[src/hdl/pcc_pkg.sv]
// Shared types, constants and the arctangent table of the polar to cartesian converter.
package pcc_pkg;

    localparam int CORDIC_STAGES = 16;
    localparam int LATENCY       = CORDIC_STAGES + 3;
    localparam int CNT_W         = $clog2(LATENCY + 1);
    localparam int SHIFT_W       = 5;

    localparam logic signed [31:0] PI_Q28      = 32'sd843314857;
    localparam logic signed [31:0] TWO_PI_Q28  = 32'sd1686629713;
    localparam logic signed [31:0] HALF_PI_Q28 = 32'sd421657428;
    localparam logic signed [31:0] GAIN_Q30    = 32'sd652032874;

    localparam logic MODE_CARTESIAN = 1'b0;
    localparam logic MODE_POLAR     = 1'b1;

    typedef struct packed {
        logic signed [15:0] first_value;
        logic signed [15:0] second_value;
    } t_in_beat;

    typedef struct packed {
        logic signed [15:0] x_coord;
        logic signed [15:0] y_coord;
    } t_out_beat;

    typedef struct packed {
        logic               valid;
        logic               bypass;
        logic signed [31:0] x;
        logic signed [31:0] y;
        logic signed [31:0] z;
    } t_vec;

    function automatic logic signed [31:0] pcc_atan(input logic [SHIFT_W-1:0] idx);
        logic signed [31:0] v;
        case (idx)
            5'd0:    v = 32'sd210828714;
            5'd1:    v = 32'sd124459457;
            5'd2:    v = 32'sd65760959;
            5'd3:    v = 32'sd33381290;
            5'd4:    v = 32'sd16755422;
            5'd5:    v = 32'sd8385879;
            5'd6:    v = 32'sd4193963;
            5'd7:    v = 32'sd2097109;
            5'd8:    v = 32'sd1048571;
            5'd9:    v = 32'sd524287;
            5'd10:   v = 32'sd262144;
            5'd11:   v = 32'sd131072;
            5'd12:   v = 32'sd65536;
            5'd13:   v = 32'sd32768;
            5'd14:   v = 32'sd16384;
            5'd15:   v = 32'sd8192;
            5'd16:   v = 32'sd4096;
            5'd17:   v = 32'sd2048;
            5'd18:   v = 32'sd1024;
            5'd19:   v = 32'sd512;
            5'd20:   v = 32'sd256;
            5'd21:   v = 32'sd128;
            5'd22:   v = 32'sd64;
            5'd23:   v = 32'sd32;
            default: v = 32'sd0;
        endcase
        return v;
    endfunction

endpackage

[src/hdl/pcc_front.sv]
// Front end: gain multiply, angle reduction and quadrant step ahead of the rotation cells.
module pcc_front (
    input  logic              i_clk,
    input  logic              i_rst_n,
    input  logic              i_valid,
    input  logic              i_mode,
    input  pcc_pkg::t_in_beat i_in,
    output pcc_pkg::t_vec     o_vec
);
    import pcc_pkg::*;

    logic               r_a_valid;
    logic               r_a_bypass;
    logic signed [46:0] r_a_prod;
    logic signed [31:0] r_a_z;
    logic signed [15:0] r_a_first;
    logic signed [15:0] r_a_second;

    logic signed [46:0] n_a_prod;
    logic signed [31:0] w_z_raw;
    logic signed [31:0] n_a_z;
    logic signed [31:0] w_x0;
    t_vec               r_vec;
    t_vec               n_vec;

    assign n_a_prod = 47'(i_in.first_value) * 47'(GAIN_Q30);
    assign w_z_raw  = $signed({i_in.second_value[15], i_in.second_value, 15'b0});

    always_comb begin
        if (w_z_raw > PI_Q28) begin
            n_a_z = w_z_raw - TWO_PI_Q28;
        end else if (w_z_raw < -PI_Q28) begin
            n_a_z = w_z_raw + TWO_PI_Q28;
        end else begin
            n_a_z = w_z_raw;
        end
    end

    always_ff @(posedge i_clk) begin
        if (!i_rst_n) begin
            r_a_valid <= 1'b0;
        end else begin
            r_a_valid <= i_valid;
        end
        r_a_bypass <= (i_mode == MODE_CARTESIAN);
        r_a_prod   <= n_a_prod;
        r_a_z      <= n_a_z;
        r_a_first  <= i_in.first_value;
        r_a_second <= i_in.second_value;
    end

    assign w_x0 = 32'($signed(r_a_prod[45:16]));

    always_comb begin
        n_vec.valid  = r_a_valid;
        n_vec.bypass = r_a_bypass;
        if (r_a_bypass) begin
            n_vec.x = 32'($signed({r_a_first, 14'b0}));
            n_vec.y = 32'($signed({r_a_second, 14'b0}));
            n_vec.z = '0;
        end else if (r_a_z > HALF_PI_Q28) begin
            n_vec.x = '0;
            n_vec.y = w_x0;
            n_vec.z = r_a_z - HALF_PI_Q28;
        end else if (r_a_z < -HALF_PI_Q28) begin
            n_vec.x = '0;
            n_vec.y = -w_x0;
            n_vec.z = r_a_z + HALF_PI_Q28;
        end else begin
            n_vec.x = w_x0;
            n_vec.y = '0;
            n_vec.z = r_a_z;
        end
    end

    always_ff @(posedge i_clk) begin
        if (!i_rst_n) begin
            r_vec <= '0;
        end else begin
            r_vec <= n_vec;
        end
    end

    assign o_vec = r_vec;

endmodule

[config.mk]
export PLATFORM = sky130hd
export DESIGN_NAME = pcc_front
export DESIGN_NICKNAME = d
export VERILOG_FILES = /design/src/hdl/pcc_pkg.sv /design/src/hdl/pcc_front.sv
export SDC_FILE = /design/constraint.sdc
export NUM_CORES = 1
export LEC_CHECK = 0
export BUFFER_PORTS_ARGS = -buffer_cell sky130_fd_sc_hd__buf_2
export CORE_MARGIN = 1
export CORE_UTILIZATION = 40
export CTS_CLUSTER_DIAMETER = 80
export DETAILED_ROUTE_END_ITERATION = 10
export HOLD_SLACK_MARGIN = 0.12
export SETUP_SLACK_MARGIN = 0.15
export SLEW_MARGIN = 5
export SYNTH_ARGS = -nofsm -noshare
export SYNTH_HDL_FRONTEND = slang
export SYNTH_SLANG_ARGS = --single-unit
[constraint.sdc]
create_clock -name i_clk -period 15.8 [get_ports i_clk]
set_input_delay 3.95 -clock i_clk [delete_from_list [all_inputs] [get_ports i_clk]]
set_output_delay 3.95 -clock i_clk [all_outputs]
set_load 0.05 [all_outputs]
### Word-level counts from Yosys, hierarchy flattened

Index checks and enable logic that the tools add are counted.

* register bits after elaboration: 209
* logic and storage cells: 32
* output and inout bits: 98

* muxes and demuxes: 5
* bitwise logic cells: 2
* magnitude comparators: 4
* $add $sub $neg: 5
* multiply operators: 1
* reduce and logical (&&, ||, !) cells: 2

Operator list (count)
* $mux W96: 3
* $mux W32: 2
* $mul A16 B30 Y45 const B: 1
* $add A31 B32 Y32 const B: 1
* $add A32 B30 Y32 const B: 1
* $gt A32 B30 Y1 const B: 1
* $lt A32 B30 Y1 const B: 1
* $neg A30 Y32: 1
* $sub A31 B32 Y32 const B: 1
* $sub A32 B30 Y32 const B: 1
* $gt A31 B31 Y1 const B: 1
* $lt A31 B31 Y1 const B: 1
* $reduce_or A4 Y1: 1
* $not A1 Y1: 2
* $reduce_or A2 Y1: 1

### Longest topological paths before layout

Gate-level depths: netlist of run 1.

* depth after elaboration: 4
* gate-level depth with buffers: 22
* depth with buffers taken out: 21

### Worst setup path before layout of run 1

No wires, ideal clock.

* kind: input -> register
* from: in i_in[29] (netlist bit)
* to: reg r_a_prod[44]
* arrival time: 9.029 ns
* setup slack: 6.700 ns
* library setup time: 0.072 ns
* buffers on the path: 1
* stages: 19
* cell sequence: fa_1 inv_1 fa_1 fa_1 inv_1 fa_1 fa_1 inv_1 fa_1 inv_1 ha_1 clkbuf_1 nand2_1 nor2_1 nand4b_1 a211o_1 a211o_1 o21ai_0 xor2_1

* word-level cells in the longest chain between the ends: 1

RTL lines
* from (decl): line pcc_front.sv:7 `input pcc_pkg::t_in_beat i_in,`
* $mul A16 B30 Y45: line pcc_front.sv:26 `assign n_a_prod = 47'(i_in.first_value) * 47'(GAIN_Q30);`
* named net n_a_prod[44]: line pcc_front.sv:19 `logic signed [46:0] n_a_prod;`
* to (signal assigned): line pcc_front.sv:46 `r_a_prod <= n_a_prod;`
* to (decl): line pcc_front.sv:14 `logic signed [46:0] r_a_prod;`

The timed path passes the listed nets, and every way through them passes these cells.
A chain may end at the register's enable or synchronous reset.

### Final worst setup path of run 1

* from: in i_in[27] (netlist bit)
* to: reg r_a_prod[41]

Same word-level chain as after synthesis.

==> impl_metrics.py, run 1 <==
metrics = {
    "synthesis": {
        "syn-num-nets": 1855,
        "synthDominantAreaCellType": "fa_1",
        "synth_cell_type_count": 65,
        "leading_register_cell_type_out_of_synthesis": "dfxtp_1",
        "post_synth_instance_area_sq_um": 14250,
        "number_of_synthesized_flops_with_an_enable_pin": 0,
        "netlist_instances": 1470,
        "synth_sequential_area_ratio": 0.2472,
        "synth_area_per_cell_sq_um": 9.696,
        "postSynth.asyncResetShare": 0,
        "ys_warn_count": 0,
        "synth_top_cell_area_share": 0.2486,
        "yosys_register_bits": 176,
        "synthTopCellsByCount": "271 x inv_1, 177 x fa_1, 176 x dfxtp_1",
        "cell_with_the_most_instances_after_synthesis": "inv_1",
        "synth.area.top_cells": "fa_1 25%, dfxtp_1 25%, ha_1 15%",
    },
    "timing": {
        "final.setup.tns_ns": 0,
        "slew_violations": 0,
        "worst-slew-pin-transition_ns": 1.226,
        "final-hold-violation-count": 0,
        "finalSetupViolCount": 0,
        "grt_setup_unrepaired": "false",
        "maxClockFrequency_mhz": 102.4,
        "final_min_period_over_clock_period": 0.6181,
        "max-slew-margin-rel": 0.1793,
        "fin_skew_ns": 0.01330,
        "min_period_ns": 9.766,
    },
    "critical_path": {
        "setup.worst_path.start": "i_in[27]",
        "critical_path_peak_fanout": 7,
        "regToRegStartpoint": "r_a_z[14]",
        "crit_arrival_ns": 10.13,
        "crit-reg2reg-capture": "o_vec[83]",
        "worst_r2r_path_depth": 12,
        "cp_data_required_time_ns": 16.17,
        "r2r_setup_slack_ns": 11.76,
        "timing_worst_setup_path_type": "input pin to register",
        "timing.critical_path.to_type": "register",
        "worst_setup_path_endpoint": "r_a_prod[41]",
        "setup.worst_path.start_class": "input pin",
    },
    "clock_network": {
        "cts-root-to-sink-buffers": 2,
        "numClockSinks": 176,
        "ctsRootBufferMaster": "clkbuf_16",
        "clk-insertion-delay-late_ns": 0.45,
        "tritoncts_buffer_count": 17,
        "clkTransAtPathRegs_ns": 0.07,
        "cts.htree.levels": 4,
        "cts_tree": "yes",
        "post-cts-setup-buffers": 0,
        "ctsHoldBuffers": 0,
        "cts_resized": 0,
    },
    "status": {
        "run_status": "completed",
    },
    "place": {
        "place.gp.congestion": 0.9338,
        "port-buffer-count": 133,
        "place_hpwl_um": 32240,
    },
    "floorplan": {
        "floorplan.core_area_sq_um": 34800,
        "fp.dieArea_sq_um": 36390,
        "chipWidth_um": 190.8,
        "initial_utilization": 0.4096,
        "std_cell_rows": 68,
        "pin_count": 134,
        "die_h_um": 190.8,
    },
    "drt": {
        "number_of_drc_violations_after_detailed_routing_iteration_0": 740,
        "drtAntennaViolNets": 0,
        "drt-total-wl_um": 38130,
        "routedWlPerCell_um": 18.64,
        "drt-pass1-iter-count": 5,
        "via_per_inst": 5.132,
        "detail_route.drc_violations": 0,
        "via_count": 10500,
    },
    "cells_and_area": {
        "flow.area_growth_from_synthesis_pct": 11.78,
        "total_number_of_nets_in_the_final_design": 1962,
        "fin_util": 0.4579,
        "drive_above_1_share": 0.1151,
        "filler_cell_count": 3284,
    },
    "global_routing": {
        "grt_first_pass_wirelength_um": 59060,
        "grt_antenna_before_repair": 1,
        "largest_net_degree_at_the_start_of_global_routing": 33,
        "first_global_vias": 10397,
        "grt.total_usage": 0.2141,
        "gr-total-overflow": 0,
    },
    "min_path": {
        "hold_class": "register to register",
    },
    "job": {
        "maxCapViolCount": 0,
    },
}
## per-stage QoR
step                hold WS, ns  worst slack, ns  instance area [sq um]  cells
floorplan                0.4014            6.700                  14250   1470
global placement         0.4142            5.604                  15290   2013
detailed placement       0.4188            5.587                  15290   2013
CTS                      0.4337            6.033                  15930   2045
global route             0.4475            5.622                  15930   2045
finish                   0.4294            6.034                  15930   2046
## flip-flops by register name, indices dropped and copies added, names as in the netlist
| signal | count |
|---|---|
| o_vec | 92 |
| r_a_bypass | 1 |
| r_a_first | 16 |
| r_a_prod | 30 |
| r_a_second | 16 |
| r_a_valid | 1 |
| r_a_z | 20 |
## cell usage in the layout (no fill, tap or decap), types with 14 or more instances in the layout
cell type	Yosys	final
o21ai_0	56	56
clkbuf_16	0	17
a21oi_1	68	68
nand4_1	14	14
nand2_1	77	77
a22o_1	17	17
xnor2_1	44	44
xor2_1	39	39
and3_1	19	19
inv_1	271	271
dfxtp_1	176	176
fa_1	177	177
nor2_1	87	87
nor3_1	17	17
buf_2	4	133
a21o_1	17	17
a31oi_1	21	21
ha_1	172	172
## cell type report
type,instances,area (sq um),area share
Multi-Input combinational cell,972,9475,0.5947
Sequential cell,176,3523,0.2211
Inverter,273,1025,0.06432
Timing Repair Buffer,137,695.7,0.04366
Tap cell,455,569.3,0.03573
Clock buffer,17,425.4,0.02670
Clock inverter,15,216.5,0.01359
Antenna cell,1,2.502,0.0001571
## worst max-delay path: stages
cell	delay, ns
buf_2	0.25
inv_1	0.15
fa_1	0.61
fa_1	0.50
fa_1	0.56
inv_1	0.06
fa_1	0.50
fa_1	0.54
inv_1	0.06
fa_1	0.53
inv_1	0.04
ha_1	0.39
nand2_1	0.18
o21ai_0	0.31
a211oi_1	0.08
a21oi_1	0.31
nor3_1	0.17
o41ai_1	0.59
o21ba_2	0.21
xor2_1	0.14
## cells by family (layout without fill, tap and decap cells)
logic type | count (synthesis) | after routing | synth area share
adder cells (fa/ha/maj) | 349 | 349 | 0.3996
buffers and inverters | 322 | 442 | 0.08831
AND/OR/NAND/NOR | 271 | 271 | 0.08971
AO/OA/AOI/OAI | 267 | 267 | 0.1228
flip-flops | 176 | 176 | 0.2472
XOR/XNOR | 83 | 83 | 0.05100
multiplexers | 2 | 2 | 0.001405
other | 0 | 1 | 0
## routing by layer
metal  GRT usage  wire length (um)  up-vias
met5           0                 0        -
met4     0.06646               916        0
met3     0.03073              2068       71
met2      0.3429             17440      341
met1      0.2965             17710     5075
li1            -                 -     5013
## worst min-delay path by stage
stage | start | to | depth (start not counted) | slack [ns]
after floorplan | r_a_second[0] | o_vec[46] | 2 | 0.40
after global placement | r_a_valid | o_vec[97] | 1 | 0.41
after detailed placement | r_a_second[2] | o_vec[48] | 2 | 0.42
after CTS | r_a_second[6] | o_vec[52] | 2 | 0.43
after global routing | r_a_second[5] | o_vec[51] | 2 | 0.45
final | r_a_second[6] | o_vec[52] | 2 | 0.43
Power of run 1 is left out: the tool's default activity adds up to more than one toggle a clock period on the data nets, which glitch-free logic cannot reach.
==> run 2: changes to the inputs <==
- clock period: 15.8 -> 9.83 ns (I/O delays scaled with it)
==> impl_metrics.py, run 2 (synthesis gave the netlist of run 1 again) <==
metrics = {
    "status": {
        "run_status": "completed",
    },
    "global_routing": {
        "grt_antenna_before_repair": 1,
        "grt.total_usage": 0.2192,
        "first_global_vias": 10489,
        "grt_first_pass_wirelength_um": 60410,
        "gr-total-overflow": 0,
        "largest_net_degree_at_the_start_of_global_routing": 33,
    },
    "timing": {
        "final.setup.tns_ns": 0,
        "worst-slew-pin-transition_ns": 1.209,
        "min_period_ns": 8.111,
        "slew_violations": 0,
        "max-slew-margin-rel": 0.1910,
        "maxClockFrequency_mhz": 123.3,
        "final-hold-violation-count": 0,
        "final_min_period_over_clock_period": 0.8252,
        "fin_skew_ns": 0.02330,
        "finalSetupViolCount": 0,
        "grt_setup_unrepaired": "false",
    },
    "floorplan": {
        "initial_utilization": 0.4096,
        "std_cell_rows": 68,
        "die_h_um": 190.8,
        "chipWidth_um": 190.8,
        "floorplan.core_area_sq_um": 34800,
        "fp.dieArea_sq_um": 36390,
        "pin_count": 134,
    },
    "critical_path": {
        "crit_arrival_ns": 8.43,
        "cp_top_family": "adder cells",
        "setup.worst_path.start_class": "input pin",
        "timing.critical_path.to_type": "register",
        "timing_worst_setup_path_type": "input pin to register",
        "cp_data_required_time_ns": 10.15,
        "crit_chain": "buf_2 > inv_1 > ha_1 > inv_1 > fa_1 > fa_1 > fa_1 > inv_1 > fa_1 > inv_1 > fa_1 > ha_1 > nand4_1 > nor2_1 > a22oi_1 > a21oi_1 > nor3_1 > o41ai_1 > o21a_1 > xnor2_1",
        "cp_common_cell": "fa_1",
        "worst-path-buf-inv": 5,
        "critical_path.slowest_cell": "fa_1",
        "critical_path_peak_fanout": 9,
        "stage_delay_of_the_slowest_cell_on_the_critical_path_ns": 0.54,
    },
    "cells_and_area": {
        "max_reg_flops": 92,
        "flow.area_growth_from_synthesis_pct": 11.67,
        "fin_util": 0.4574,
        "drive_above_1_share": 0.1157,
        "layout.cells.most_common": "inv_1",
        "filler_cell_count": 3350,
        "total_number_of_nets_in_the_final_design": 1963,
        "most_frequent_cells_in_the_layout": "271 x inv_1, 177 x fa_1, 176 x dfxtp_1, 172 x ha_1, 133 x buf_2",
    },
    "drt": {
        "via_count": 10565,
        "detail_route.drc_violations": 0,
        "number_of_drc_violations_after_detailed_routing_iteration_0": 854,
        "routedWlPerCell_um": 19.02,
        "drt-total-wl_um": 38930,
        "via_per_inst": 5.161,
        "drt-pass1-iter-count": 5,
        "drtAntennaViolNets": 0,
    },
    "clock_network": {
        "clkTransAtPathRegs_ns": 0.08,
        "numClockSinks": 176,
        "post-cts-setup-buffers": 0,
        "cts-root-to-sink-buffers": 2,
        "tritoncts_buffer_count": 17,
        "clk-insertion-delay-late_ns": 0.46,
        "ctsRootBufferMaster": "clkbuf_16",
        "ctsHoldBuffers": 0,
        "cts_tree": "yes",
        "cts.htree.levels": 4,
        "cts_resized": 0,
    },
    "place": {
        "port-buffer-count": 133,
        "place.gp.congestion": 0.9721,
        "place_hpwl_um": 32850,
    },
    "min_path": {
        "hold_class": "register to register",
    },
    "job": {
        "maxCapViolCount": 0,
    },
}
-- run 2: cell types whose count changed in the layout (fill, tap and decap cells not counted) --
| cell | previous run | this run |
|---|---|---|
| bufinv_16 | 3 | 2 |
| buf_4 | 4 | 5 |
| clkinv_4 | 2 | 1 |
| clkinvlp_4 | 0 | 2 |
-- run 2: metal layers --
layer,wire length [um],GRT usage,up-vias
met4,867,0.07138,0
met3,2299,0.03184,54
met2,17940,0.3551,381
met1,17820,0.2988,5117
li1,-,-,5013
met5,0,0,-
-- run 2: per-stage QoR --
step / setup slack (ns) / instance area, sq um / std cells / hold slack, ns
floorplan: 2.222 / 14250 / 1470 / 0.4014
global route: 1.423 / 15910 / 2046 / 0.4459
finish: 1.719 / 15920 / 2047 / 0.4370
CTS: 1.762 / 15910 / 2046 / 0.4389
detailed placement: 1.286 / 15300 / 2014 / 0.4145
global placement: 1.327 / 15300 / 2014 / 0.4145
-- run 2: area by class of cell --
type,count,area (sq um),area share
Sequential cell,176,3523,0.2214
Timing Repair Buffer,138,703.2,0.04418
Multi-Input combinational cell,972,9475,0.5953
Clock inverter,15,192.7,0.01211
Inverter,273,1025,0.06438
Tap cell,455,569.3,0.03577
Clock buffer,17,425.4,0.02673
Antenna cell,1,2.502,0.0001572
-- run 2: worst reg2reg max path: stages (launching register included) --
cell and delay (ns):
dfxtp_1 0.67, inv_1 0.27, ha_1 0.29, or4b_4 0.25, a21oi_4 0.07, o21ai_2 0.24
a311oi_2 0.15, o21a_1 0.21, buf_4 0.20, inv_2 0.28, nand2_2 0.19, nor2_1 0.85
a22o_1 0.31
-- run 2: final timing paths --
path,from,slack (ns),cells past startpoint,endpoint
max,i_in[21],1.72,20,r_a_prod[45]
min,r_a_second[2],0.44,2,o_vec[48]
max reg2reg,r_a_z[14],5.78,12,o_vec[90]
min reg2reg,r_a_second[2],0.44,2,o_vec[48]
Power of run 2 is left out for the same reason.
