<file path="src/hdl/pcc_pkg.sv">
// Shared types, constants and the arctangent table of the polar to cartesian converter.
package pcc_pkg;

    localparam int CORDIC_STAGES = 16;
    localparam int LATENCY       = CORDIC_STAGES + 3;
    localparam int CNT_W         = $clog2(LATENCY + 1);
    localparam int SHIFT_W       = 5;

    localparam logic signed [31:0] PI_Q28      = 32'sd843314857;
    localparam logic signed [31:0] TWO_PI_Q28  = 32'sd1686629713;
    localparam logic signed [31:0] HALF_PI_Q28 = 32'sd421657428;
    localparam logic signed [31:0] GAIN_Q30    = 32'sd652032874;

    localparam logic MODE_CARTESIAN = 1'b0;
    localparam logic MODE_POLAR     = 1'b1;

    typedef struct packed {
        logic signed [15:0] first_value;
        logic signed [15:0] second_value;
    } t_in_beat;

    typedef struct packed {
        logic signed [15:0] x_coord;
        logic signed [15:0] y_coord;
    } t_out_beat;

    typedef struct packed {
        logic               valid;
        logic               bypass;
        logic signed [31:0] x;
        logic signed [31:0] y;
        logic signed [31:0] z;
    } t_vec;

    function automatic logic signed [31:0] pcc_atan(input logic [SHIFT_W-1:0] idx);
        logic signed [31:0] v;
        case (idx)
            5'd0:    v = 32'sd210828714;
            5'd1:    v = 32'sd124459457;
            5'd2:    v = 32'sd65760959;
            5'd3:    v = 32'sd33381290;
            5'd4:    v = 32'sd16755422;
            5'd5:    v = 32'sd8385879;
            5'd6:    v = 32'sd4193963;
            5'd7:    v = 32'sd2097109;
            5'd8:    v = 32'sd1048571;
            5'd9:    v = 32'sd524287;
            5'd10:   v = 32'sd262144;
            5'd11:   v = 32'sd131072;
            5'd12:   v = 32'sd65536;
            5'd13:   v = 32'sd32768;
            5'd14:   v = 32'sd16384;
            5'd15:   v = 32'sd8192;
            5'd16:   v = 32'sd4096;
            5'd17:   v = 32'sd2048;
            5'd18:   v = 32'sd1024;
            5'd19:   v = 32'sd512;
            5'd20:   v = 32'sd256;
            5'd21:   v = 32'sd128;
            5'd22:   v = 32'sd64;
            5'd23:   v = 32'sd32;
            default: v = 32'sd0;
        endcase
        return v;
    endfunction

endpackage

</file>
<file path="src/hdl/pcc_cell.sv">
// One CORDIC micro-rotation cell with its output register.
module pcc_cell (
    input  logic                           i_clk,
    input  logic                           i_rst_n,
    input  logic [pcc_pkg::SHIFT_W-1:0]    i_shift,
    input  logic signed [31:0]             i_atan,
    input  pcc_pkg::t_vec                  i_vec,
    output pcc_pkg::t_vec                  o_vec
);
    import pcc_pkg::*;

    logic signed [31:0] w_dx;
    logic signed [31:0] w_dy;
    t_vec               r_vec;
    t_vec               n_vec;

    assign w_dx = i_vec.y >>> i_shift;
    assign w_dy = i_vec.x >>> i_shift;

    always_comb begin
        n_vec = i_vec;
        if (!i_vec.bypass) begin
            if (!i_vec.z[31]) begin
                n_vec.x = i_vec.x - w_dx;
                n_vec.y = i_vec.y + w_dy;
                n_vec.z = i_vec.z - i_atan;
            end else begin
                n_vec.x = i_vec.x + w_dx;
                n_vec.y = i_vec.y - w_dy;
                n_vec.z = i_vec.z + i_atan;
            end
        end
    end

    always_ff @(posedge i_clk) begin
        if (!i_rst_n) begin
            r_vec <= '0;
        end else begin
            r_vec <= n_vec;
        end
    end

    assign o_vec = r_vec;

endmodule

</file>
<file path="config.mk">
export PLATFORM = sky130hd
export DESIGN_NAME = pcc_cell
export DESIGN_NICKNAME = d
export VERILOG_FILES = /design/src/hdl/pcc_pkg.sv /design/src/hdl/pcc_cell.sv
export SDC_FILE = /design/constraint.sdc
export NUM_CORES = 1
export LEC_CHECK = 0
export BUFFER_PORTS_ARGS = -buffer_cell sky130_fd_sc_hd__buf_4
export CAP_MARGIN = 20
export CORE_MARGIN = 4
export CORE_UTILIZATION = 40
export CTS_BUF_LIST = sky130_fd_sc_hd__clkbuf_4
export DETAILED_ROUTE_END_ITERATION = 12
export PLACE_DENSITY = 0.69
export SYNTH_ARGS = -nofsm -noshare
export SYNTH_HDL_FRONTEND = slang
export SYNTH_SLANG_ARGS = --single-unit
</file>
<file path="constraint.sdc">
create_clock -name i_clk -period 11.26 [get_ports i_clk]
set_input_delay 1.126 -clock i_clk [delete_from_list [all_inputs] [get_ports i_clk]]
set_output_delay 1.126 -clock i_clk [all_outputs]
set_load 0.02 [all_outputs]
</file>
== Word-level counts from Yosys, hierarchy flattened ==
Index checks and enable logic that the tools add are counted.

* Bits in registers: 98
* Latch bits: 0
* Memory bits (writable): 0
* Bits in read-only memories: 0
* Bits of input ports: 137
* Memories: 0

* $add $sub $neg: 6
* $mul: 0
* Divide/modulo/power cells: 0
* $lt $le $gt $ge: 0
* Eq/ne operators: 0
* Shifts and indexed selects: 2
* Multiplexer cells: 2
* Bitwise gates (word level): 0
* Reductions and logical operators: 0

{| class="wikitable"
|+ Operators with widths
! kind !! count
|-
| 2-to-1 mux 96 bit || 2
|-
| adder 32 bit || 3
|-
| subtractor 32 bit || 3
|-
| >>> shifter 32 x 5 -> 32 bit || 2
|}

== Longest topological paths before layout ==
Gate-level depths: netlist (run 1).

* Depth after elaboration: 4
* Gate-level depth with buffers: 28
* Gate-level depth less buffers: 23

== Worst setup path before layout (run 1) ==
No wires, ideal clock.

* Path kind: input-to-reg
* From: input port i_shift[1] in the netlist's numbering
* To: register r_vec, in the netlist o_vec[63]
* Setup time: 70 ps
* Data arrival time: 6,467 ps
* Data required time: 11,190 ps
* Path slack: 4,723 ps
* Cell stages on the path: 25
* Buffers on the path: 3
* Cells stage by stage: buf_2 > clkbuf_1 > clkbuf_1 > mux4_2 > mux2_2 > o2bb2ai_1 > a211oi_1 > ha_1 > nand2_1 > nor4_2 > a311oi_1 > a41oi_1 > o21a_1 > ha_1 > a21o_1 > a21o_1 > a21o_1 > a21oi_1 > o21ai_0 > a211oi_1 > o211ai_1 > a41oi_1 > xnor2_1 > or3_1 > a21boi_1

* Cells in the longest elaborated chain, start to end: 4
* Elaborated cells between the ends (all ways): 5
* Those cells by class: add/sub: 2; shift: 1; mux: 2

{| class="wikitable"
|+ RTL lines
! element !! line !! RTL
|-
| start: declaration || pcc_cell.sv:5 || <nowiki>input logic [pcc_pkg::SHIFT_W-1:0] i_shift,</nowiki>
|-
| >>> shifter 32 x 5 -> 32 bit (*) || pcc_cell.sv:18 || <nowiki>assign w_dy = i_vec.x >>> i_shift;</nowiki>
|-
| adder 32 bit or subtractor 32 bit (tied branches) || pcc_cell.sv:25, pcc_cell.sv:29 ||
|-
| 2-to-1 mux 96 bit (*) || pcc_cell.sv:23 || <nowiki>if (!i_vec.z[31]) begin</nowiki>
|-
| 2-to-1 mux 96 bit (*) || pcc_cell.sv:22 || <nowiki>if (!i_vec.bypass) begin</nowiki>
|-
| end signal: assignment || pcc_cell.sv:39 || <nowiki>r_vec <= n_vec;</nowiki>
|-
| end: declaration || pcc_cell.sv:14 || <nowiki>t_vec r_vec;</nowiki>
|}

Mark *: on every way between the ends. The rest lies on a longest branch, timed or not.
A chain may end at the register's enable or synchronous reset.

== Worst setup path in the final report (run 1) ==
* From: input port i_shift[0] in the netlist's numbering
* To: register r_vec, in the netlist o_vec[95]

* Cells in the longest elaborated chain, start to end: 4
* Elaborated cells between the ends (all ways): 5
* Those cells by class: add/sub: 2; shift: 1; mux: 2

{| class="wikitable"
|+ RTL lines
! element !! line !! RTL
|-
| >>> shifter 32 x 5 -> 32 bit (*) || pcc_cell.sv:17 || <nowiki>assign w_dx = i_vec.y >>> i_shift;</nowiki>
|-
| subtractor 32 bit or adder 32 bit (tied branches) || pcc_cell.sv:24, pcc_cell.sv:28 ||
|-
| 2-to-1 mux 96 bit (*) || pcc_cell.sv:23 ||
|-
| 2-to-1 mux 96 bit (*) || pcc_cell.sv:22 ||
|}

Marked as above.

==> reports/qor.txt, run 1 <==
Die area -> 0.0398 mm^2
Initial drt markers -> 1684
Fin util -> 0.468
Remaining DRCs -> 0
Syn Std Cell Area -> 0.0147 mm^2
Crit path DAT -> 8.14 ns
CTS tree -> built
Clk pin slew, worst setup/hold paths -> 0.18 ns
Switching Share -> 0.463
Sequential share of power -> 0.227
Crit path buf inv count -> 2
Clock share of power -> 0.122
Ranking of synthesized cells by area -> dfxtp_1, mux4_2, ha_1
Die Y -> 200 um
Cell Pwr Density -> 107 mW/mm^2
Max FFs per register -> 98
Yosys top cell by area -> dfxtp_1
I/O Buffers -> 234
Top_reg_cell synth -> dfxtp_1
Worst Setup Slack, final -> 3.66 ns
Max-Cap Viols -> 0
Synthesized flop and latch total -> 98
Drt pass-1 iters -> 6
Antenna violations before repair -> 2
GRT Residual Overflow -> 0
Slowest stage delay, CP -> 0.81 ns
Avg Cell Area, Syn -> 8.10 um^2
CP max FO -> 62
Setup TNS -> 0 ns
Root Driver -> clkbuf_4
Pint -> 0.970 mW
Synth-to-Final Area Change -> 14.4%
Syn. warnings -> 0
Peak supply drop -> 57.7 uV
Syn_nets -> 2056
Max Buffers Root-to-Sink -> 2
HPWL Detailed -> 41.2 mm
Post-DR wirelength/cell -> 22.3 um
Layout cell share with drive strength beyond 1 -> 0.207
Logic pwr share -> 0.651
HP Class -> input port to flip-flop
Maximum clock rate -> 132 MHz
Register area share after synthesis -> 0.134
Final setup fails -> 0
Synth cell types -> 96
Top cell family by delay on the critical path -> compound AO/OA/AOI/OAI gates
Post-DRT Antenna Nets -> 0
Initial Util -> 0.409
Startpoint type of the worst setup path -> input port
Fin. Hold Viols -> 0
Ports -> 235
Post-Layout Cell Count -> 2436
Slew HR -> 0.351
Minimum clock period -> 7.60 ns
Final net count -> 2210
Dpl cell area -> 0.0166 mm^2
GR Util All Layers -> 0.263
First-pass GRT wire length -> 82.2 mm
Post_cts resized -> 0
RSZ-0062 raised after global routing -> no
Fin. max-slew vios -> 0
Run status -> complete, no violations
Tot Pwr -> 1.81 mW
CP Capture Type -> flip-flop
Largest net degree at the start of global routing -> 96
Die X -> 200 um
Core area -> 0.0359 mm^2
CTS H-tree lvls -> 3
Placed insts -> 2417
Post-CTS setup buffer count -> 0
Design area -> 0.0168 mm^2
EDFF count, synth -> 0
Setup Slack @ Placement -> 3.16 ns
Tcrit/Tclk final -> 0.675
Number of global-route vias before repair -> 14267
Cts bufs inserted -> 9
Worst slew pin tran -> 0.974 ns
Share of the synthesized area in the top cell type -> 0.134
Ys async rst share -> 0
P_sw -> 0.835 mW
Worst path cell trace -> buf_6 -> buf_4 -> mux4_2 -> and2_1 -> or2_1 -> a211oi_1 -> and3_1 -> and2_1 -> and3_1 -> and4_1 -> o22a_1 -> o32ai_1 -> ha_1 -> a2111oi_0 -> o31ai_1 -> a221oi_1 -> nor2_1 -> a21oi_1 -> o211ai_1 -> a41o_1 -> a31oi_1 -> xnor2_1 -> or3_1 -> a21boi_1
Data required, critical path -> 11.80 ns
Vias per inst -> 6.19
Wirelength, routed -> 54.3 mm
Leakage power -> 7.26 nW
Number of core rows -> 69
Kind of critical path -> input port to flip-flop
Mapped Cells -> 1813
Via Count -> 15079
Fin Hold WS -> 0.751 ns
RePlAce Congestion -> 1.00
Sinks on Clock Net -> 98
Hold_buf cts -> 0
Critical path's slowest cell -> buf_4
-- synth_stat cells, drive strengths merged (25+ instances only) --
cell,instances
inv,38
nor2b,26
ha,103
o21ai,120
nor3,35
buf,44
mux4,79
a21o,50
nor2,132
nand2,184
mux2i,60
a21oi,141
and2,86
mux2,41
dfxtp,98
a31oi,25
clkbuf,62
xnor2,80
xor2,92
-- power groups by stage --
stage | Sequential (mW) | Clock (mW) | Combinational (mW)
5_1_grt | 0.413 | 0.241 | 1.28
6_report | 0.409 | 0.221 | 1.18
4_1_cts | 0.410 | 0.231 | 1.16
3_3_place_gp | 0.417 | 0 | 1.15
2_1_floorplan | 0.477 | 0 | 0.755
3_5_place_dp | 0.417 | 0 | 1.16
-- area by class of cell --
type	count	area, um^2
clock inverter	7	86.3
inverter	41	154
sequential	98	1960
multi-input combinational	1568	12100
clock buffer	9	67.6
antenna	3	7.51
tap	461	577
timing repair buffer	249	1870
fill	3522	19100
-- logic make-up (layout without fill, tap and decap cells) --
logic type / Yosys count / count (layout) / share of synthesized area
compound gates: 531 / 531 / 0.239
xor+xnor: 172 / 172 / 0.103
fa+ha+maj: 106 / 106 / 0.0918
buf+inv: 147 / 306 / 0.0442
flops: 98 / 98 / 0.134
mux: 180 / 180 / 0.194
other cells: 0 / 3 / 0
simple gates: 579 / 579 / 0.195
-- cells in the final DEF (no fill, tap or decap), types with 17 or more instances in the layout --
master    instances
inv_1            36
a21oi_1         140
buf_4           248
nor3_1           33
mux2i_1          60
nand3_1          22
nor2b_1          26
a22o_1           19
a31oi_1          25
dfxtp_1          98
xnor2_1          80
o21ai_0         120
nand2b_1         17
and2_1           85
nand2_1         184
mux2_2           35
mux4_2           79
nor2_1          132
xor2_1           92
a21o_1           50
ha_1            103
-- worst paths after layout --
check	from	end	slack [ns]	cells after the start
max	i_shift[0]	o_vec[95]	3.66	24
min	i_vec[97]	o_vec[97]	0.75	2
-- layer usage --
| layer | up-vias | GRT usage | share of wire |
|---|---|---|---|
| met2 | 764 | 0.431 | 0.46 |
| met1 | 7117 | 0.349 | 0.41 |
| met3 | 137 | 0.0448 | 0.089 |
| li1 | 7061 | - | - |
| met4 | 0 | 0.0981 | 0.038 |
| met5 | - | 0 | 0 |
(Power assumes the default switching activity.)
==> run 2, diff against run 1 <==
- clock period: 11.26 -> 7.75 ns (I/O delays scaled with it)
==> run 2 against run 1 <==
Cell area increased by 0.54%. Sequential share of layout area decreased by 0.063 points. Final cell count rose by 0.41%. Non-clock buffer count rose by 7. Flip-flop and latch count did not move. Via count barely moved. Die area is the same. Critical endpoint is now o_vec[63]. Clock power rose by 38%. Utilization up 0.25 points. Global-route usage barely moved. Wire length increased by 0.40%. Total power up 45%.
==> reports/qor.txt, run 2 (synthesis gave the netlist of run 1 again) <==
Most common cell after layout, fill and taps aside -> buf_4 (unchanged)
CTS H-tree lvls -> 3 (unchanged)
Wirelength, routed -> 54.5 mm (was 54.3 mm)
Number of core rows -> 69 (unchanged)
CTS tree -> built (unchanged)
Remaining DRCs -> 0 (unchanged)
Peak supply drop -> 116 uV (was 57.7 uV)
Setup TNS -> 0 ns (unchanged)
Hold path depth -> 2 (unchanged)
Post-Layout Cell Count -> 2446 (was 2436)
Ports -> 235 (unchanged)
Leakage power -> 7.30 nW (was 7.26 nW)
HPWL Detailed -> 42.1 mm (was 41.2 mm)
Data required, critical path -> 8.26 ns (was 11.80 ns)
Cell Pwr Density -> 155 mW/mm^2 (was 107 mW/mm^2)
GR Util All Layers -> 0.264 (was 0.263)
FILL cells -> 3562 (was 3522)
Vias per inst -> 6.16 (was 6.19)
Synth-to-Final Area Change -> 15.0% (was 14.4%)
Slew HR -> 0.352 (was 0.351)
Crit path DAT -> 7.07 ns (was 8.14 ns)
Worst slew pin tran -> 0.966 ns (was 0.974 ns)
Run status -> complete, no violations (unchanged)
Maximum clock rate -> 153 MHz
Initial Util -> 0.409 (unchanged)
Sinks on Clock Net -> 98 (unchanged)
Worst path cell trace -> buf_6 -> buf_12 -> mux2_2 -> mux4_2 -> a211oi_1 -> ha_1 -> nand2_1 -> nor4_2 -> buf_4 -> a311oi_1 -> a41oi_1 -> o21a_1 -> ha_1 -> a21o_1 -> a21o_1 -> a21o_1 -> a21oi_1 -> o21ai_0 -> a211oi_1 -> o211ai_1 -> a41oi_1 -> xnor2_1 -> or3_1 -> a21boi_1 (was buf_6 -> buf_4 -> mux4_2 -> and2_1 -> or2_1 -> a211oi_1 -> and3_1 -> and2_1 -> and3_1 -> and4_1 -> o22a_1 -> o32ai_1 -> ha_1 -> a2111oi_0 -> o31ai_1 -> a221oi_1 -> nor2_1 -> a21oi_1 -> o211ai_1 -> a41o_1 -> a31oi_1 -> xnor2_1 -> or3_1 -> a21boi_1)
Core area -> 0.0359 mm^2 (unchanged)
Post-DR wirelength/cell -> 22.3 um (about the same)
Antenna violations before repair -> 2 (unchanged)
Via Count -> 15071 (was 15079)
Max Buffers Root-to-Sink -> 2 (unchanged)
Die area -> 0.0398 mm^2 (unchanged)
Number of global-route vias before repair -> 14381 (was 14267)
Final setup fails -> 0 (unchanged)
Die X -> 200 um (unchanged)
Area taken by multi-input logic gates -> 0.0121 mm^2 (about the same)
First-pass GRT wire length -> 82.6 mm (was 82.2 mm)
Post_cts resized -> 0 (unchanged)
Post-CTS setup buffer count -> 0 (unchanged)
Minimum clock period -> 6.56 ns
Drt pass-1 iters -> 5 (was 6)
Layout cell share with drive strength beyond 1 -> 0.211 (was 0.207)
Clk pin slew, worst setup/hold paths -> 0.16 ns (was 0.18 ns)
Initial drt markers -> 1318 (was 1684)
CP max FO -> 65 (was 62)
GRT Residual Overflow -> 0 (unchanged)
Placed insts -> 2424 (was 2417)
I/O Buffers -> 234 (unchanged)
Cts bufs inserted -> 9 (unchanged)
Final net count -> 2217 (was 2210)
CP Capture Type -> flip-flop (unchanged)
HP Class -> input port to flip-flop (unchanged)
RSZ-0062 raised after global routing -> no (unchanged)
Hold_buf cts -> 0 (unchanged)
Largest net degree at the start of global routing -> 102 (was 96)
Most frequent cells in the layout -> buf_4, nand2_1, a21oi_1 (unchanged)
Die Y -> 200 um (unchanged)
Slowest stage delay, CP -> 0.76 ns (was 0.81 ns)
Fin. max-slew vios -> 0 (unchanged)
Max FFs per register -> 98 (unchanged)
Fin. Hold Viols -> 0 (unchanged)
Post-DRT Antenna Nets -> 0 (unchanged)
Startpoint type of the worst setup path -> input port (unchanged)
Tcrit/Tclk final -> 0.846
HP Start -> i_vec[97] (unchanged)
Tot Pwr -> 2.62 mW (was 1.81 mW)
Critical path's slowest cell -> a211oi_1 (was buf_4)
Max-Cap Viols -> 0 (unchanged)
RePlAce Congestion -> 1.01 (was 1.00)
Root Driver -> clkbuf_4 (unchanged)
Kind of critical path -> input port to flip-flop (unchanged)
WHS Endpoint -> o_vec[97] (unchanged)
CP dominant cell by count -> a21o_1
Register area -> 0.00196 mm^2 (unchanged)
-- run 2: cell types whose count changed in the layout (fill, tap and decap cells not counted), sizes merged --
cell	delta
clkbuf	+2
clkinvlp	+1
clkinv	-3
buf	+7
diode	+3
-- run 2: how the worst max path moves through the flow --
stage | start | cells after the start | slack, ns | end
floorplan | i_shift[1] | 25 | 1.56 | o_vec[63]
global placement | i_shift[0] | 24 | 0.81 | o_vec[95]
detailed placement | i_shift[0] | 24 | 0.67 | o_vec[63]
CTS | i_shift[0] | 24 | 1.31 | o_vec[63]
global route | i_shift[0] | 24 | 0.83 | o_vec[63]
finish | i_shift[0] | 24 | 1.19 | o_vec[63]
-- run 2: worst max-delay path: cells and delay by family --
kind	cells	cell delay (ns)
muxes	2	0.87
AOI/OAI and AO/OA	13	2.92
adders and majority gates	2	0.62
buffers and inverters	3	0.99
xor gates and xnor gates	1	0.11
and+or+nand+nor	3	0.71
-- run 2: through the flow --
stage	cell area, um^2	hold slack, ns	worst slack, ns	utilization
finish	16900	0.421	1.19	0.470
global route	16900	0.388	0.827	0.470
CTS	16900	0.373	1.31	0.470
detailed placement	16700	0.986	0.672	0.466
global placement	16700	0.987	0.808	0.466
floorplan	14700	0.902	1.56	-
-- run 2: cell type report --
class / instances / share of cell area
Antenna cell: 6 / 0.000889
Multi-Input combinational cell: 1568 / 0.715
Sequential cell: 98 / 0.116
Tap cell: 461 / 0.0341
Clock inverter: 5 / 0.00370
Inverter: 41 / 0.00911
Timing Repair Buffer: 256 / 0.116
Clock buffer: 11 / 0.00489
-- run 2: metal layers --
| metal | vias to the layer above | share of wire | global-route usage |
|---|---|---|---|
| li1 | 7075 | - | - |
| met1 | 7128 | 0.41 | 0.346 |
| met2 | 736 | 0.46 | 0.431 |
| met3 | 132 | 0.086 | 0.0489 |
| met4 | 0 | 0.039 | 0.101 |
| met5 | - | 0 | 0 |
-- run 2: power by group --
part | total (mW) | switching (mW) | internal, mW | leakage (nW)
combinational | 1.72 | 0.980 | 0.735 | 6.41
clock | 0.306 | 0.199 | 0.107 | 0.0741
sequential | 0.595 | 0.0212 | 0.574 | 0.815
total | 2.62 | 1.20 | 1.42 | 7.30
