==> config.mk <==
export PLATFORM = sky130hd
export DESIGN_NAME = pcc_back
export DESIGN_NICKNAME = d
export VERILOG_FILES = /design/src/hdl/pcc_pkg.sv /design/src/hdl/pcc_back.sv
export SDC_FILE = /design/constraint.sdc
export NUM_CORES = 1
export LEC_CHECK = 0
export ABC_AREA = 0
export BUFFER_PORTS_ARGS = -buffer_cell sky130_fd_sc_hd__buf_2
export CELL_PAD_IN_SITES_DETAIL_PLACEMENT = 1
export CELL_PAD_IN_SITES_GLOBAL_PLACEMENT = 1
export CORE_MARGIN = 2
export CORE_UTILIZATION = 26
export CTS_CLUSTER_SIZE = 8
export DETAILED_ROUTE_END_ITERATION = 8
export GPL_ROUTABILITY_DRIVEN = 0
export PLACE_DENSITY = 0.78
export SLEW_MARGIN = 20
export SYNTH_ARGS = -nofsm -noshare
export SYNTH_HDL_FRONTEND = slang
export SYNTH_SLANG_ARGS = --single-unit
==> constraint.sdc <==
create_clock -name i_clk -period 1.8 [get_ports i_clk]
set_clock_uncertainty 0.05 [all_clocks]
set_input_delay 0.36 -clock i_clk [delete_from_list [all_inputs] [get_ports i_clk]]
set_output_delay 0.36 -clock i_clk [all_outputs]
set_load 0.02 [all_outputs]
==> src/hdl/pcc_pkg.sv <==
// Shared types, constants and the arctangent table of the polar to cartesian converter.
package pcc_pkg;

    localparam int CORDIC_STAGES = 16;
    localparam int LATENCY       = CORDIC_STAGES + 3;
    localparam int CNT_W         = $clog2(LATENCY + 1);
    localparam int SHIFT_W       = 5;

    localparam logic signed [31:0] PI_Q28      = 32'sd843314857;
    localparam logic signed [31:0] TWO_PI_Q28  = 32'sd1686629713;
    localparam logic signed [31:0] HALF_PI_Q28 = 32'sd421657428;
    localparam logic signed [31:0] GAIN_Q30    = 32'sd652032874;

    localparam logic MODE_CARTESIAN = 1'b0;
    localparam logic MODE_POLAR     = 1'b1;

    typedef struct packed {
        logic signed [15:0] first_value;
        logic signed [15:0] second_value;
    } t_in_beat;

    typedef struct packed {
        logic signed [15:0] x_coord;
        logic signed [15:0] y_coord;
    } t_out_beat;

    typedef struct packed {
        logic               valid;
        logic               bypass;
        logic signed [31:0] x;
        logic signed [31:0] y;
        logic signed [31:0] z;
    } t_vec;

    function automatic logic signed [31:0] pcc_atan(input logic [SHIFT_W-1:0] idx);
        logic signed [31:0] v;
        case (idx)
            5'd0:    v = 32'sd210828714;
            5'd1:    v = 32'sd124459457;
            5'd2:    v = 32'sd65760959;
            5'd3:    v = 32'sd33381290;
            5'd4:    v = 32'sd16755422;
            5'd5:    v = 32'sd8385879;
            5'd6:    v = 32'sd4193963;
            5'd7:    v = 32'sd2097109;
            5'd8:    v = 32'sd1048571;
            5'd9:    v = 32'sd524287;
            5'd10:   v = 32'sd262144;
            5'd11:   v = 32'sd131072;
            5'd12:   v = 32'sd65536;
            5'd13:   v = 32'sd32768;
            5'd14:   v = 32'sd16384;
            5'd15:   v = 32'sd8192;
            5'd16:   v = 32'sd4096;
            5'd17:   v = 32'sd2048;
            5'd18:   v = 32'sd1024;
            5'd19:   v = 32'sd512;
            5'd20:   v = 32'sd256;
            5'd21:   v = 32'sd128;
            5'd22:   v = 32'sd64;
            5'd23:   v = 32'sd32;
            default: v = 32'sd0;
        endcase
        return v;
    endfunction

endpackage

==> src/hdl/pcc_back.sv <==
// Back end: round to Q8.8, saturate and drive the result beat.
module pcc_back (
    input  logic               i_clk,
    input  logic               i_rst_n,
    input  pcc_pkg::t_vec      i_vec,
    output logic               o_strobe,
    output pcc_pkg::t_out_beat o_out
);
    import pcc_pkg::*;

    function automatic logic signed [15:0] round_sat(input logic signed [31:0] v);
        logic signed [32:0] sum;
        logic signed [32:0] q;
        logic signed [15:0] res;
        sum = 33'(v) + 33'sd8192;
        q   = sum >>> 14;
        if (q > 33'sd32767) begin
            res = 16'sh7FFF;
        end else if (q < -33'sd32768) begin
            res = 16'sh8000;
        end else begin
            res = q[15:0];
        end
        return res;
    endfunction

    logic      r_strobe;
    t_out_beat r_out;
    t_out_beat n_out;

    assign n_out.x_coord = round_sat(i_vec.x);
    assign n_out.y_coord = round_sat(i_vec.y);

    always_ff @(posedge i_clk) begin
        if (!i_rst_n) begin
            r_strobe <= 1'b0;
        end else begin
            r_strobe <= i_vec.valid;
        end
        r_out <= n_out;
    end

    assign o_strobe = r_strobe;
    assign o_out    = r_out;

endmodule

## After elaboration in Yosys (flattened, before gate mapping)

Index checks and enable logic that the tools add are counted.

| operators by class | value |
|---|---|
| $add $sub $neg | 2 |
| order comparisons | 4 |
| multiplexer cells | 2 |

Operators by type and width:

| operator | count |
|---|---|
| $add A32 B15 Y33 const B | 2 |
| $gt A19 B16 Y1 const B | 2 |
| $lt A19 B16 Y1 const B | 2 |
| $mux W16 | 2 |

| word-level totals | value |
|---|---|
| output and inout port bits | 33 |
| word-level logic and storage cells | 11 |
| input port bits | 100 |
| register bits | 33 |

## Longest topological paths before layout

Gate-level depths: netlist (run 1).

| logic depth | value |
|---|---|
| depth in word-level cells | 3 |
| depth in mapped cells | 8 |
| mapped depth without buffers | 6 |

## Worst setup path before layout (run 1)

Ideal clock, no wire load.

| timing path | value |
|---|---|
| kind | input-to-reg |
| start point | input i_vec[77] (netlist name) |
| end point | register r_out, in the netlist o_out[26] |
| cell stages on the path | 8 |
| path buffers | 2 |
| data required time | 1,676 ps |
| data arrival time | 1,768 ps |
| library setup time | 74 ps |
| path slack | -92 ps |
| cells stage by stage | ha_1 and4_2 and2_4 buf_6 and3_1 or3_4 buf_6 a31oi_1 |

| on the way | value |
|---|---|
| word-level cells in the longest chain between the ends | 3 |
| elaborated cells on any way between the ends | 4 |
| classes of those cells | add/sub (1); order compare (2); mux (1) |

RTL lines:

| element | RTL line | RTL |
|---|---|---|
| start: declaration | pcc_back.sv:5 | `input pcc_pkg::t_vec i_vec,` |
| $add A32 B15 Y33 (*) | pcc_back.sv:15 | `sum = 33'(v) + 33'sd8192;` |
| $lt A19 B16 Y1 | pcc_back.sv:19 | `end else if (q < -33'sd32768) begin` |
| $mux W16 | pcc_back.sv:19 |  |
| end signal: assignment | pcc_back.sv:40 | `r_out <= n_out;` |
| end: declaration | pcc_back.sv:28 | `t_out_beat r_out;` |

Mark *: on every way between the ends. The rest lies on a longest branch, timed or not.
A chain may end at the register's enable or synchronous reset.

## Worst setup path in the final report (run 1)

| timing path | value |
|---|---|
| start point | input i_vec[78] (netlist name) |
| end point | register r_out, in the netlist o_out[18] |

Same word-level chain as after synthesis.

==> impl_results.md, run 1 <==
- Avg WL per Cell: 14.6 um
- CTS tree: built
- Top_reg_cell synth: dfxtp_1
- Synth Register Bits: 33
- Mean post-synth cell area: 9.18 um2
- Least-Margin Pin Slew: 417 ps
- Nets@finish: 424
- Post-layout util: 38.7%
- Setup crit start: i_vec[78]
- Cells after Synth: 207
- DR vias: 2,008
- Arrival @ worst endpoint: 1800 ps
- Setup TNS: 0 ps
- Cell Area, Placed: 0.00265 mm2
- Setup CP Type: in -> reg
- Worst Setup EP: o_out[18]$_SDFF_PN1_
- EDFF count, synth: 0
- First drt pass iteration count: 4
- Overall Power: 2.16 mW
- Hold Vio Cnt, Final: 0
- Share of layout cells above drive strength 1: 48.9%
- PostCTS Resize Cnt: 0
- FF+latch area: 661 um2
- Max-cap viol count: 0
- Max VDD drop: 287 uV
- Area Overhead vs Synth: 46.2%
- Synth cell types: 47
- Post-CTS setup buffers: 0
- Syn nets: 309
- Multi-input gate area: 0.00112 mm2
- Initial core utilization: 26.5%
- Post-route ant nets: 0
- CTS sink cnt: 33
- Die area: 0.00801 mm2
- # diodes: 0
- Max-slew headroom: 71.9%
- Post-synth ARST share: 0%
- Ports: 133
- Status: finished, final reports clean
- Max Slew Vio Count: 0
- Required @ worst endpoint: 1910 ps
- Via density per instance: 4.76
- Mapped cell area: 0.00190 mm2
- P_leak: 1.20 nW
- CTS Hold Bufs: 0
- Largest net degree at the start of global routing: 16
- Peak Freq: 590 MHz
- Critical Path Start Type: primary input
- Fillers: 872
- Port-buffer cells: 73
- Reg clk slew, reported paths: 70 ps
- Synth top area share: 34.8%
- Post-synthesis sequential area ratio: 34.8%
- DR iter-0 viols: 79
- Top-count cell post-synth: dfxtp_1
- Core ar.: 0.00718 mm2
- Root buf cell: clkbuf_8
- Worst Setup End Kind: register
- FP Rows: 31
- Die Height: 89.5 um
- Area contributors post-synth: dfxtp_1 (35%), xnor2_1 (7.4%), o21ai_2 (5.1%)
- Clock tree buffer depth: 2
- Remaining global-route overflow: 0
- Vias in the first global route: 2,050
- Total CTS buffers: 5
- Post-route minimum period: 1690 ps
- Final Instance Area: 0.00278 mm2
- Setup-failing EPs final: 0
- Worst Hold Class: in -> reg
- Die W: 89.5 um
- DP HPWL: 5000 um
- Crit-path max FO: 7
- # DRC: 0
- First-pass GRT wire length: 9780 um
- Initial antenna violation count: 1
- H-tree depth: 2
- List of most frequent post-synthesis cells: dfxtp_1 (33), xnor2_1 (16), nand2_1 (13), nand3_1 (13), o21ai_2 (11)
- Tcrit/Tclk final: 94.1%
- GRT Overall Usage: 15.7%
- Leading area contributor after synthesis: dfxtp_1
- RSZ-0062 raised after global routing: false
- Pwr dens: 778 mW/mm2
- Synth warn: 0
- Final wirelength: 6150 um
worst max-delay path, stage by stage:
cell	delay (ps)
buf_2	100
ha_2	170
and4_4	230
and2_4	180
nand4b_1	130
a211oi_2	350
buf_4	210
a31oi_1	50
registers in the layout, summed over array words and instances (netlist names):
register	flops
o_out	32
o_strobe	1
area by class of cell:
class	instances	area share [%]
timing repair buffer	117	25.5
clock buffer	5	2.48
tap	99	4.46
inverter	9	1.22
sequential	33	23.8
clock inverter	3	2.34
multi-input combinational	156	40.3
power breakdown:
group / internal (mW) / switching [mW] / leakage, nW
registers: 0.798 / 0.0158 / 0.278
logic: 0.211 / 0.290 / 0.852
clock network: 0.550 / 0.299 / 0.0681
total: 1.56 / 0.604 / 1.20
stage by stage:
step,hold WS (ps),std cells,setup slack [ps]
finish,224,422,106
global route,232,422,15.3
CTS,221,422,104
detailed placement,520,414,-189
global placement,522,414,-143
floorplan,400,207,1.25
kinds of logic after synthesis:
| kind of cell | share of synthesized area, % |
|---|---|
| AND/OR/NAND/NOR | 23.2 |
| flip-flops | 34.8 |
| XOR/XNOR | 12.0 |
| AO/OA/AOI/OAI | 22.1 |
| buffers and inverters | 6.58 |
| adder cells (fa/ha/maj) | 1.32 |
cell usage in the layout, fill, tap and decap left out, types with 8 or more instances in the layout:
cell | synthesis | routed
buf_2 | 2 | 73
buf_4 | 0 | 43
dfxtp_1 | 33 | 33
inv_1 | 9 | 9
nand2_1 | 13 | 13
nand3_1 | 13 | 13
nor2_1 | 8 | 8
o21ai_0 | 9 | 9
o21ai_2 | 11 | 11
xnor2_1 | 16 | 16
xor2_1 | 10 | 10
worst min path at each step:
stage / start / end / cells past startpoint
after floorplan: i_vec[62] / o_out[15]$_SDFF_PN0_ / 1
after global placement: i_vec[97] / o_strobe$_SDFF_PN0_ / 2
final: i_vec[97] / o_strobe$_SDFF_PN0_ / 2
after CTS: i_vec[97] / o_strobe$_SDFF_PN0_ / 2
after global routing: i_vec[97] / o_strobe$_SDFF_PN0_ / 2
after detailed placement: i_vec[97] / o_strobe$_SDFF_PN0_ / 2
routing by layer:
layer,routed length (um),up-vias,part of all wire [%],GRT usage (%)
li1,-,992,-,-
met1,2710,955,44,19.0
met2,3050,52,49,27.9
met3,300,9,4.9,3.32
met4,95,0,1.5,4.75
met5,0,-,0,0
(Power assumes the default switching activity.)
==> run 2: changes to the inputs <==
--- a/config.mk
+++ b/config.mk
@@ -5,16 +5,15 @@
 export SDC_FILE = /design/constraint.sdc
 export NUM_CORES = 1
 export LEC_CHECK = 0
-export ABC_AREA = 0
 export BUFFER_PORTS_ARGS = -buffer_cell sky130_fd_sc_hd__buf_2
 export CELL_PAD_IN_SITES_DETAIL_PLACEMENT = 1
 export CELL_PAD_IN_SITES_GLOBAL_PLACEMENT = 1
 export CORE_MARGIN = 2
-export CORE_UTILIZATION = 26
+export CORE_UTILIZATION = 28
 export CTS_CLUSTER_SIZE = 8
 export DETAILED_ROUTE_END_ITERATION = 8
 export GPL_ROUTABILITY_DRIVEN = 0
-export PLACE_DENSITY = 0.78
+export PLACE_DENSITY = 0.8
 export SLEW_MARGIN = 20
 export SYNTH_ARGS = -nofsm -noshare
 export SYNTH_HDL_FRONTEND = slang
==> constraint.sdc (replaced) <==
create_clock -name i_clk -period 1.6 [get_ports i_clk]
set_clock_uncertainty 0.05 [all_clocks]
set_input_delay 0.32 -clock i_clk [delete_from_list [all_inputs] [get_ports i_clk]]
set_output_delay 0.32 -clock i_clk [all_outputs]
set_load 0.02 [all_outputs]
==> run 2 against run 1 <==
  * Final area up 3.3%
  * Final cell count down 1.7%
  * Critical path type unchanged
  * Largest cell class unchanged
  * Sequential cell count unchanged
  * Clock power down 29%
==> impl_results.md, run 2 (synthesized netlist as in run 1, its figures left out) <==
- Status: finished, final reports clean
- Crit-path max FO: 11
- Port-buffer cells: 73
- CTS sink cnt: 33
- Root buf cell: clkbuf_8
- Family with the most delay on the worst path: simple AND/OR/NAND/NOR gates
- Final wirelength: 6150 um
- FP Rows: 30
- Die W: 86.4 um
- FF+latch area: 661 um2
- Max Slew Vio Count: 0
- Max-slew headroom: 74.8%
- Max VDD drop: 261 uV
- Critical path's slowest cell: a211oi_2
- Initial antenna violation count: 0
- Max-cap viol count: 0
- Largest net degree at the start of global routing: 13
- Fillers: 825
- CTS tree: built
- Tcrit/Tclk final: 97.4%
- Core ar.: 0.00668 mm2
- Post-route minimum period: 1560 ps
- Psw: 659 uW
- Critical Path Start Type: primary input
- # DRC: 0
- Die Height: 86.4 um
- Remaining global-route overflow: 0
- Worst Hold Class: in -> reg
- Final Instance Area: 0.00287 mm2
- Vias in the first global route: 2,168
- Via density per instance: 4.96
- Worst Setup End Kind: register
- Setup TNS: 0 ps
- CP bufs+invs: 2
- Multi-input gate area: 0.00117 mm2
- Ports: 133
- DR iter-0 viols: 30
- Largest register FFs: 32
- GRT Overall Usage: 16.5%
- Nets@finish: 436
- Clock tree buffer depth: 2
- Setup-failing EPs final: 0
- P_leak: 1.25 nW
- Peak Freq: 641 MHz
- Cell Int Power: 1.46 mW
- Switching portion of total power: 31.1%
- Avg WL per Cell: 14.8 um
- DP HPWL: 4950 um
- Die area: 0.00746 mm2
- Hold Vio Cnt, Final: 0
- Crit path cell chain: buf_2, ha_4, and4_4, and2_4, nand4b_1, a211oi_2, buf_6, o211ai_1
- Reg power frac: 43.2%
- Area Overhead vs Synth: 51.1%
- CTS Hold Bufs: 0
- Dpl ws: -274 ps
- Combinational Power Share: 28.2%
- Number of cells after detailed placement: 407
- Total CTS buffers: 5
- Clock Power Share: 28.6%
- Required @ worst endpoint: 1710 ps
- Initial core utilization: 28.4%
- H-tree depth: 2
- Arrival @ worst endpoint: 1670 ps
- Post-CTS setup buffers: 0
- Post-route insts no fill: 415
- First drt pass iteration count: 4
- Cell Area, Placed: 0.00272 mm2
- Post-route ant nets: 0
- Hold WS: 193 ps
- Share of layout cells above drive strength 1: 52.2%
- Commonest non-fill, non-tap cell in the layout: buf_2
- DR vias: 2,057
- Pwr dens: 737 mW/mm2
- Final worst setup slack: 41.0 ps
- First-pass GRT wire length: 9930 um
- Setup CP Type: in -> reg
- Most frequent cells in the layout: buf_2 (70), buf_4 (52), dfxtp_1 (33), xnor2_1 (16)
- Reg clk slew, reported paths: 70 ps
- # diodes: 0
- Worst stage delay on the critical path: 240 ps
- Least-Margin Pin Slew: 374 ps
[run 2: changes by cell type in the layout (fill, tap and decap cells not counted), moves of 2 or more]
cell / change
buf_4: +9
buf_6: +7
buf_2: -3
o21ai_0: -3
o21ai_1: +3
bufinv_16: -2
[run 2: what timing repair did]
action	4_1_cts	5_1_grt
hold endpoints to repair	0	0
gates resized for setup	0	18
endpoints found under the setup margin	0	21
[run 2: final cells by class]
type | instances | area share [%]
timing repair buffer | 129 | 28.5
tap | 80 | 3.49
multi-input combinational | 156 | 40.9
clock inverter | 2 | 0.349
inverter | 9 | 1.18
clock buffer | 6 | 2.53
sequential | 33 | 23.0
[run 2: power by group through the flow]
stage	clock network (mW)	registers, mW	logic (mW)
floorplan	0	1.04	0.202
global placement	0	0.932	0.557
detailed placement	0	0.934	0.581
CTS	0.636	0.916	0.583
global route	0.663	0.922	0.647
finish	0.605	0.915	0.597
[run 2: metal layers]
layer | up-vias | share of wire [%] | wire [um] | GRT usage, %
met5 | - | 0 | 0 | 0
met4 | 0 | 1.2 | 76 | 6.25
met3 | 6 | 4.9 | 303 | 3.71
met2 | 49 | 55 | 3360 | 31.3
met1 | 994 | 39 | 2400 | 17.7
li1 | 1008 | - | - | -
[run 2: path summary, 6_finish.rpt]
path       from                   end  slack [ps]  depth (start not counted)
max   i_vec[77]  o_out[28]$_SDFF_PN1_          40                          8
min   i_vec[97]   o_strobe$_SDFF_PN0_         190                          2
[run 2: per-stage QoR]
step,power [mW],utilization [%]
floorplan,1.24,-
global placement,1.49,40.7
detailed placement,1.52,40.7
CTS,2.13,41.9
global route,2.23,43.0
finish,2.12,43.0
==> run 3: changes to the inputs <==
--- a/config.mk
+++ b/config.mk
@@ -5,15 +5,16 @@
 export SDC_FILE = /design/constraint.sdc
 export NUM_CORES = 1
 export LEC_CHECK = 0
-export BUFFER_PORTS_ARGS = -buffer_cell sky130_fd_sc_hd__buf_2
 export CELL_PAD_IN_SITES_DETAIL_PLACEMENT = 1
 export CELL_PAD_IN_SITES_GLOBAL_PLACEMENT = 1
 export CORE_MARGIN = 2
-export CORE_UTILIZATION = 28
+export CORE_UTILIZATION = 29
 export CTS_CLUSTER_SIZE = 8
 export DETAILED_ROUTE_END_ITERATION = 8
+export DONT_BUFFER_PORTS = 1
 export GPL_ROUTABILITY_DRIVEN = 0
-export PLACE_DENSITY = 0.8
+export PLACE_DENSITY = 0.57
+export SETUP_SLACK_MARGIN = 0.05
 export SLEW_MARGIN = 20
 export SYNTH_ARGS = -nofsm -noshare
 export SYNTH_HDL_FRONTEND = slang
==> run 3 against run 2 <==
  * Fmax increased by 6.7%
  * Core utilization fell by 7.6 points
  * Worst hold slack worse by 120 ps
  * Die area fell by 3.3%
  * Sequential share of layout area rose by 6.4 points
  * Clock power is 3% higher
  * Clock-buffer cell count is 1 higher
  * Total power down 9.8%
  * Global-route usage is 2.4 points lower
  * Sequential cell count unchanged
  * Critical path type unchanged
==> impl_results.md, run 3 (synthesized netlist as in run 1, its figures left out) <==
- CTS sink cnt: 33
- Cell Area, Placed: 0.00214 mm2
- Initial antenna violation count: 0
- Critical Path Start Type: primary input
- # DRC: 0
- First drt pass iteration count: 4
- RSZ-0062 raised after global routing: false
- Max-slew headroom: 77.0%
- CTS tree: built
- Post-route ant nets: 0
- Core ar.: 0.00635 mm2
- Worst Hold Class: in -> reg
- Peak Freq: 685 MHz
- Remaining global-route overflow: 0
- Die area: 0.00722 mm2
- Vias in the first global route: 1,644
- Largest net degree at the start of global routing: 13
- Arrival @ worst endpoint: 1560 ps
- Root buf cell: clkbuf_8
- Setup-failing EPs final: 0
- Commonest non-fill, non-tap cell in the layout: dfxtp_1
- Reg clk slew, reported paths: 70 ps
- First-pass GRT wire length: 8300 um
- FP Rows: 29
- Ports: 133
- Setup TNS: 0 ps
- Status: finished, final reports clean
- DP HPWL: 4070 um
- Crit-path max FO: 4
- Setup CP Type: in -> reg
- Final wirelength: 4970 um
- Post-route insts no fill: 309
- Post-CTS setup buffers: 0
- Avg WL per Cell: 16.1 um
- Worst Setup End Kind: register
- P_leak: 0.806 nW
- Post-route minimum period: 1460 ps
- Port-buffer cells: 0
- Nets@finish: 334
- GRT Overall Usage: 14.2%
- Required @ worst endpoint: 1690 ps
- Total CTS buffers: 5
- DR iter-0 viols: 21
- Number of cells after detailed placement: 302
- Area Overhead vs Synth: 18.3%
- Overall Power: 1.91 mW
- Die Height: 85.0 um
- Most frequent cells in the layout: dfxtp_1 (33), buf_4 (26), xnor2_1 (16), nand3_1 (13), nand2_1 (12)
- Tcrit/Tclk final: 91.3%
- Hold WS: 77.0 ps
- Max Slew Vio Count: 0
- Clock tree buffer depth: 2
- Least-Margin Pin Slew: 341 ps
- # diodes: 0
- Initial core utilization: 29.9%
- DR vias: 1,618
- Hold Vio Cnt, Final: 0
- Max-cap viol count: 0
- Die W: 85.0 um
- Via density per instance: 5.24
- Final Instance Area: 0.00225 mm2
- Share of layout cells above drive strength 1: 30.2%
- Max VDD drop: 511 uV
- Largest register FFs: 32
- H-tree depth: 2
- Pwr dens: 849 mW/mm2
==> run 3: cell types whose count changed in the layout (fill, tap and decap cells not counted), sizes merged <==
cell	previous run	this run
clkinv	2	0
clkbuf	6	7
buf	129	27
==> run 3: path summary, 6_finish.rpt <==
path / startpoint / end / slack [ps] / cells after the start
worst max-delay path: i_vec[89] / o_out[24]$_SDFF_PN1_ / 140 / 7
worst min-delay path: i_vec[62] / o_out[15]$_SDFF_PN0_ / 80 / 1
==> run 3: metal layers <==
layer / wire [um] / up-vias / global-route usage (%) / part of all wire [%]
li1: - / 810 / - / -
met1: 2190 / 751 / 17.5 / 44
met2: 2340 / 51 / 23.0 / 47
met3: 360 / 6 / 5.16 / 7.3
met4: 77 / 0 / 4.47 / 1.6
met5: 0 / - / 0 / 0
==> run 3: layout make-up <==
class	count	area, um2
multi-input combinational	156	1160
sequential	33	661
inverter	9	33.8
timing repair buffer	27	215
tap	77	96.3
clock buffer	7	86.3
fill	768	4100
==> run 3: metrics by stage <==
step / utilization (%) / setup WS [ps]
global route: 35.4 / 56.7
finish: 35.4 / 139
detailed placement: 33.7 / -221
global placement: 33.7 / -253
CTS: 35.1 / 51.1
floorplan: - / -109
==> run 3: repair_timing <==
action | 4_1_cts | 5_1_grt
endpoints found under the setup margin | 0 | 11
endpoints found under the hold margin | 0 | 0
gates resized for setup | 0 | 4
hold buffers | 0 | 0
==> run 3: worst max-delay path, cell delays in order <==
cell      delay, ps
and4_2          260
and3_2          230
nand4b_1        130
a211oi_2        270
buf_4           190
buf_4           120
a31oi_1          30
==> run 3: where the power goes <==
group | internal (mW) | switching, mW | leakage, nW
logic | 0.129 | 0.126 | 0.483
registers | 0.900 | 0.128 | 0.278
clock network | 0.341 | 0.283 | 0.0443
total | 1.37 | 0.537 | 0.806
